## src/rtl/core/assert_macros.svh

```systemverilog
// Assertion helpers shared by the RTL modules.
// Each module that asserts has clk and rst in scope.
`ifndef ASSERT_MACROS_SVH
`define ASSERT_MACROS_SVH

// Check a property on every clock edge outside reset
`define ASSERT_CLK(lbl, prop, msg) \
  lbl: assert property (@(posedge clk) disable iff (rst) (prop)) else $error(msg);

// Check a property on every clock edge, reset included
`define ASSERT_ALWAYS(lbl, prop, msg) \
  lbl: assert property (@(posedge clk) (prop)) else $error(msg);

`endif

```

## src/rtl/core/lssp_pkg.sv

```systemverilog
package lssp_pkg;

  // Sequence and table sizing
  localparam int MAX_LEN = 256;
  localparam int ADDR_W  = $clog2(MAX_LEN);
  localparam int LEN_W   = $clog2(MAX_LEN + 1);

  // Field widths
  localparam int DATA_W  = 32;
  localparam int SUM_W   = 40;
  localparam int REM_W   = SUM_W + 1;

  // Controller to datapath commands
  typedef struct packed {
    logic load;    // capture the input item
    logic prep;    // clear on first, form the new prefix sum
    logic scan;    // step the table scan
    logic insert;  // add the prefix sum to the table if new
    logic emit;    // load the output register
  } cmd_t;

  // Datapath to controller status
  typedef struct packed {
    logic skip;       // sequence is full, no table work for this item
    logic scan_busy;  // reads or compares still outstanding
    logic out_free;   // output register can take a result
  } status_t;

endpackage

```

## src/rtl/core/lssp_ctrl.sv

```systemverilog
module lssp_ctrl (
  input  logic              clk,
  input  logic              rst,
  input  logic              in_valid,
  output logic              in_ready,
  input  lssp_pkg::status_t status,
  output lssp_pkg::cmd_t    cmd
);

  typedef enum logic [4:0] {
    S_IDLE   = 5'b00001,
    S_PREP   = 5'b00010,
    S_SCAN   = 5'b00100,
    S_INSERT = 5'b01000,
    S_OUT    = 5'b10000
  } state_t;

  state_t state;
  state_t state_next;

  // Sequence one item through prep, table scan, insert and output; a full sequence skips scan and insert
  always_comb begin
    state_next = state;
    cmd        = '0;
    in_ready   = 1'b0;
    case (state)
      S_IDLE: begin
        in_ready = 1'b1;
        if (in_valid) begin
          cmd.load   = 1'b1;
          state_next = S_PREP;
        end
      end
      S_PREP: begin
        cmd.prep   = 1'b1;
        state_next = status.skip ? S_OUT : S_SCAN;
      end
      S_SCAN: begin
        cmd.scan = 1'b1;
        if (!status.scan_busy) begin
          state_next = S_INSERT;
        end
      end
      S_INSERT: begin
        cmd.insert = 1'b1;
        state_next = S_OUT;
      end
      S_OUT: begin
        if (status.out_free) begin
          cmd.emit   = 1'b1;
          state_next = S_IDLE;
        end
      end
      default: begin
        state_next = S_IDLE;
      end
    endcase
  end

  always_ff @(posedge clk) begin
    if (rst) begin
      state <= S_IDLE;
    end else begin
      state <= state_next;
    end
  end

`include "assert_macros.svh"

  `ASSERT_CLK(a_accept_prep, (in_valid && in_ready) |=> (state == S_PREP), "item not prepared")
  `ASSERT_CLK(a_emit_free, cmd.emit |-> status.out_free, "result loaded over pending one")
  `ASSERT_CLK(a_skip_no_scan, (cmd.prep && status.skip) |=> (state == S_OUT), "full sequence scanned")

endmodule

```

## config.mk

```make
export PLATFORM = sky130hd
export DESIGN_NAME = lssp_ctrl
export DESIGN_NICKNAME = d
export VERILOG_FILES = /design/src/rtl/core/lssp_pkg.sv /design/src/rtl/core/lssp_ctrl.sv
export VERILOG_INCLUDE_DIRS = /design/src /design/src/rtl/core
export SDC_FILE = /design/constraint.sdc
export NUM_CORES = 1
export LEC_CHECK = 0
export ABC_AREA = 1
export ABC_CLOCK_PERIOD_IN_PS = 1000
export BUFFER_PORTS_ARGS = -buffer_cell sky130_fd_sc_hd__buf_2
export CORE_AREA = 2 2 39 41
export CTS_CLUSTER_SIZE = 30
export DETAILED_ROUTE_END_ITERATION = 8
export DIE_AREA = 0 0 41 43
export HOLD_SLACK_MARGIN = 0.12
export SYNTH_ARGS = -nofsm -noshare
export SYNTH_HDL_FRONTEND = slang
export SYNTH_SLANG_ARGS = --single-unit
```

## constraint.sdc

```tcl
create_clock -name clk -period 1 [get_ports clk]
set_input_delay 0.25 -clock clk [delete_from_list [all_inputs] [get_ports clk]]
set_output_delay 0.25 -clock clk [all_outputs]
set_load 0.005 [all_outputs]
```

After elaboration in Yosys (flattened, before gate mapping)
Index checks and enable logic that the tools add are counted.
{ "classes": {"eq_ne": 8, "mux": 13, "reduce_logical": 1} }
{ "ops": {"columns": ["op", "count"], "rows": [
  ["5-bit case mux with 5 select lines", 1],
  ["5-bit 2-to-1 mux", 4],
  ["1-bit 2-to-1 mux", 8],
  ["2-bit inequality test (second input constant)", 3],
  ["5-bit by 1-bit equality test with 1-bit output (second input constant)", 1],
  ["5-bit by 2-bit equality test with 1-bit output (second input constant)", 1],
  ["5-bit by 3-bit equality test with 1-bit output (second input constant)", 1],
  ["5-bit by 4-bit equality test with 1-bit output (second input constant)", 1],
  ["5-bit equality test (second input constant)", 1],
  ["3-bit AND reduction", 1]
]} }
{ "word_totals": {"wordCells": 23, "reg_bits": 5, "inputBits": 6} }

Depth between registers and ports, before layout
{ "logic_depth": {"depth_word": 3, "depth_mapped": 7, "depth_no_buf": 7} }

Worst setup path before layout
No wires, ideal clock.
{ "synth_timing": {"path_type": "register to register", "start": "register state[0]", "end": "register state[0]", "t_arrival_ns": 0.831, "setup_slack_ns": 0.050, "setup_time_ns": 0.119, "required_time_ns": 0.881, "path_stages_with_launch": 8, "synth_period_minus_slack_ns": 0.950, "path_buffers": 0, "path_cell_list": "dfxtp_1 -> inv_1 -> nor2_1 -> nand3_2 -> nor2_2 -> nor2_1 -> nand2_1 -> nand3_1"} }
{ "synth_via": {"elab_chain_len": 3, "elab_cells_between_ends": 10, "cone_classes": "8 x eq/ne; 1 x mux; 1 x reduce/logical"} }
{ "synth_rtl": {"columns": ["element", "line", "rtl"], "rows": [
  ["start, declared", "lssp_ctrl.sv:18", "state_t state;"],
  ["start signal, assigned", "lssp_ctrl.sv:64", "state <= state_next;"],
  ["5-bit by 3-bit equality test with 1-bit output (tied with other cells)", "lssp_ctrl.sv:26", "case (state)"],
  ["2-bit inequality test (no source line)", null, null],
  ["3-bit AND reduction (no source line)", null, null]
]} }
Several ways; a longest one is shown, not always the timed one.
A chain may end at the register's enable or synchronous reset.

==> impl.org <==
** Global route
- Initial antenna violation count :: 0
- First-pass GRT wire length :: 1190 um
- Combined global-route utilization of all metal layers :: 10.6%
- The number of global-route vias before repair was 308.
- Total congestion overflow after global routing :: 0
- Entering global routing, the biggest net connects 6 pins.

** Routing
- Signal routing reaches up to met4.
- In the final routed layout, each cell accounts on average for 8.47 um.
- Sum of routed wire length over all layers :: 720 um
- Via count :: 355
- Met2 wirelength from detailed routing :: 332 um
- Remaining routing DRC violations :: 0
- The count of nets left with antenna violations once routing finished came out at 0.
- Drt pass-1 iters :: 4
- Wire length on met3 :: 53 um
- In the routed layout, each cell is associated on average with a via count of 4.18.
- Met1 wire length :: 329 um
- After the first detailed-routing iteration, the DRC count stood at 4.

** Timing
- At the pin with the least slew margin, the transition time is 0.143 ns.
- The number of slew-limit violations in the final report was 0.
- Worst max-slew margin expressed relative to the limit :: 90.4%
- Setup violations remaining at the end of the flow were counted as 11.
- Clock skew on the completed layout was measured at 0.00319 ns.
- Final critical-path required period :: 1.28 ns
- The count of endpoints failing hold in the final timing report came to 0.
- The tightest hold path in the finished design has a slack of 0.211 ns.
- Timing would allow up to 783 MHz.
- The worst path uses 128% of the clock period.
- Final critical-path setup slack :: -0.276 ns
- Setup repair after global routing could not meet its margin everywhere.

** Synth
- When the netlist entered floorplanning its net count stood at 52.
- Summed instance area of the synthesized netlist :: 293 um^2
- Register area share after synthesis :: 34.2%
- Each instance of the synthesized netlist takes up on average 6.36 um^2.
- Yosys top cell area share :: 34.2%
- Most area-consuming cells after synthesis :: dfxtp_1, inv_1, nand2_1
- Synthesis instantiated 12 different standard cells from the library.
- Largest area contributor in the synthesized netlist :: dfxtp_1
- In the synthesized netlist, the number of instances is 46.
- The Yosys step of the flow raised 0 warnings.
- After synthesis the netlist holds a flip-flop and latch count of 5.

** Floorplan
- Core Box Area :: 1380 um^2
- Width of the die :: 41 um
- For this configuration, the core starts out at a cell density of 21.2%.
- In this run the vertical extent of the chip is 43 um.
- The floorplan has 14 rows.
- I/O pin total :: 12
- The die covers 1760 um^2.

** Status
- The final reports fail on setup timing.
- Status :: finished with violations

** Power and ir drop
- Summed over all cells, the static leakage comes to 0.289 nW.
- Power Dens Cells :: 1250 nW/um^2
- The worst-case IR drop observed on VDD is 0.000533 V.

** CTS
- In this run the deepest clock path goes through 2 buffers.
- Clock Pin Slew Worst Setup and Hold Paths :: 0.04 ns
- The later pin in the worst-skew pair is clocked with a latency of 0.24 ns.
- TritonCTS built the clock tree.
- Num Clock Sinks :: 5
- TritonCTS created 3 clock buffers.
- In this run the number of H-tree levels came out at 1.
- Buffers inserted to repair hold after CTS numbered 0.
- Cell at the root of the clock tree :: clkbuf_4

** Layout
- The finished cells cover 503 um^2.
- The register with the most flip-flops in the layout has 5 of them.
- 0 antenna diodes ended up in the layout.
- Number of nets in the layout :: 76
- Measured on the finished design, the core utilization comes to 36.3%.
- Top reg by flops :: state
- The layout has 145 filler cells.
- In the final layout, the registers with the most flip-flops are state x5.
- In the final layout, the multi-input gates occupy 180 um^2.
- Top library cells by usage in the layout, fill and taps aside :: buf_2, inv_1, nand2_1, buf_4
- Register area :: 105 um^2
- Compared with the post-synthesis result, the final layout area differs by 71.8%.
- Commonest non-fill, non-tap cell in the layout :: buf_2
- Share of post-route cells with drive strength above 1 :: 59.4%

** Setup path
- CP required :: 0.75 ns
- Arrival time at the worst endpoint :: 1.03 ns
- WS Path Type :: reg -> out
- The worst setup path is launched from a flop.
- Kind of end point of the critical path :: primary output
- Worst Path Max Fanout :: 4

** Job
- Total of max-cap violations :: 0

** Worst hold path
- The worst hold path belongs to the class in -> reg.

** Place
- Summing all placed instances gives a cell area of 390 um^2.
- Placer Congestion :: 0.731
- Worst slack at placement :: -0.0959 ns
- Input/output buffers :: 11
- Detailed placement HPWL :: 520 um
power by group:
group	internal [W]	leakage [nW]	switching (W)
registers	0.000212	0.0419	0.0000115
logic	0.0000862	0.232	0.0000829
clock network	0.000151	0.0150	0.0000847
routing by layer:
metal / GRT usage [%] / up-vias
li1: - / 189
met1: 13.0 / 151
met2: 13.8 / 13
met3: 3.14 / 2
met4: 10.0 / 0
met5: 0 / -
path summary, 6_finish.rpt:
check / endpoint / startpoint / slack (ns) / cells after the start
setup / recovery: cmd[3] / state[2] / -0.28 / 4
hold / removal: state[2] / rst / 0.21 / 2
setup reg to reg: state[0] / state[0] / -0.23 / 9
hold reg to reg: state[3] / state[0] / 0.64 / 5
cell usage after synthesis:
master and n:
inv_1 13, nor2_2 2, a21oi_1 1, nor2_1 7
nand3_2 1, dfxtp_1 5, nand2_1 7, o211ai_1 1
nand4_1 4, nor2_4 1, nor3_1 1, nand3_1 3
critical path, cell delays in order (launching register included):
cell,delay (ns)
dfxtp_2,0.33
nor2_4,0.14
nand4_1,0.12
inv_1,0.09
buf_2,0.11
timing repair:
action,in CTS,in global routing
setup endpoints to repair,10,11
gates resized for setup,8,13
setup buffers,5,2
pin swaps,4,8
metrics by stage:
step                      total power, W  instances  setup TNS, ns
after floorplan                 0.000286         46              0
after global placement          0.000324         76         -0.474
after detailed placement        0.000325         76         -0.498
after CTS                       0.000613         85          -2.70
after global routing            0.000677         85          -3.11
final                           0.000629         85          -2.14
kinds of logic after synthesis:
family,synth area share (%)
and+or+nand+nor,44.9
AOI/OAI and AO/OA,4.27
DFF,34.2
buffers and inverters,16.7
final cells by class:
type | count | area share [%]
multi-input combinational | 28 | 35.8
clock buffer | 4 | 5.22
inverter | 13 | 9.70
tap | 16 | 3.98
timing repair buffer | 19 | 24.4
sequential | 5 | 20.9
Note: power is estimated with default switching activity, not from simulation.
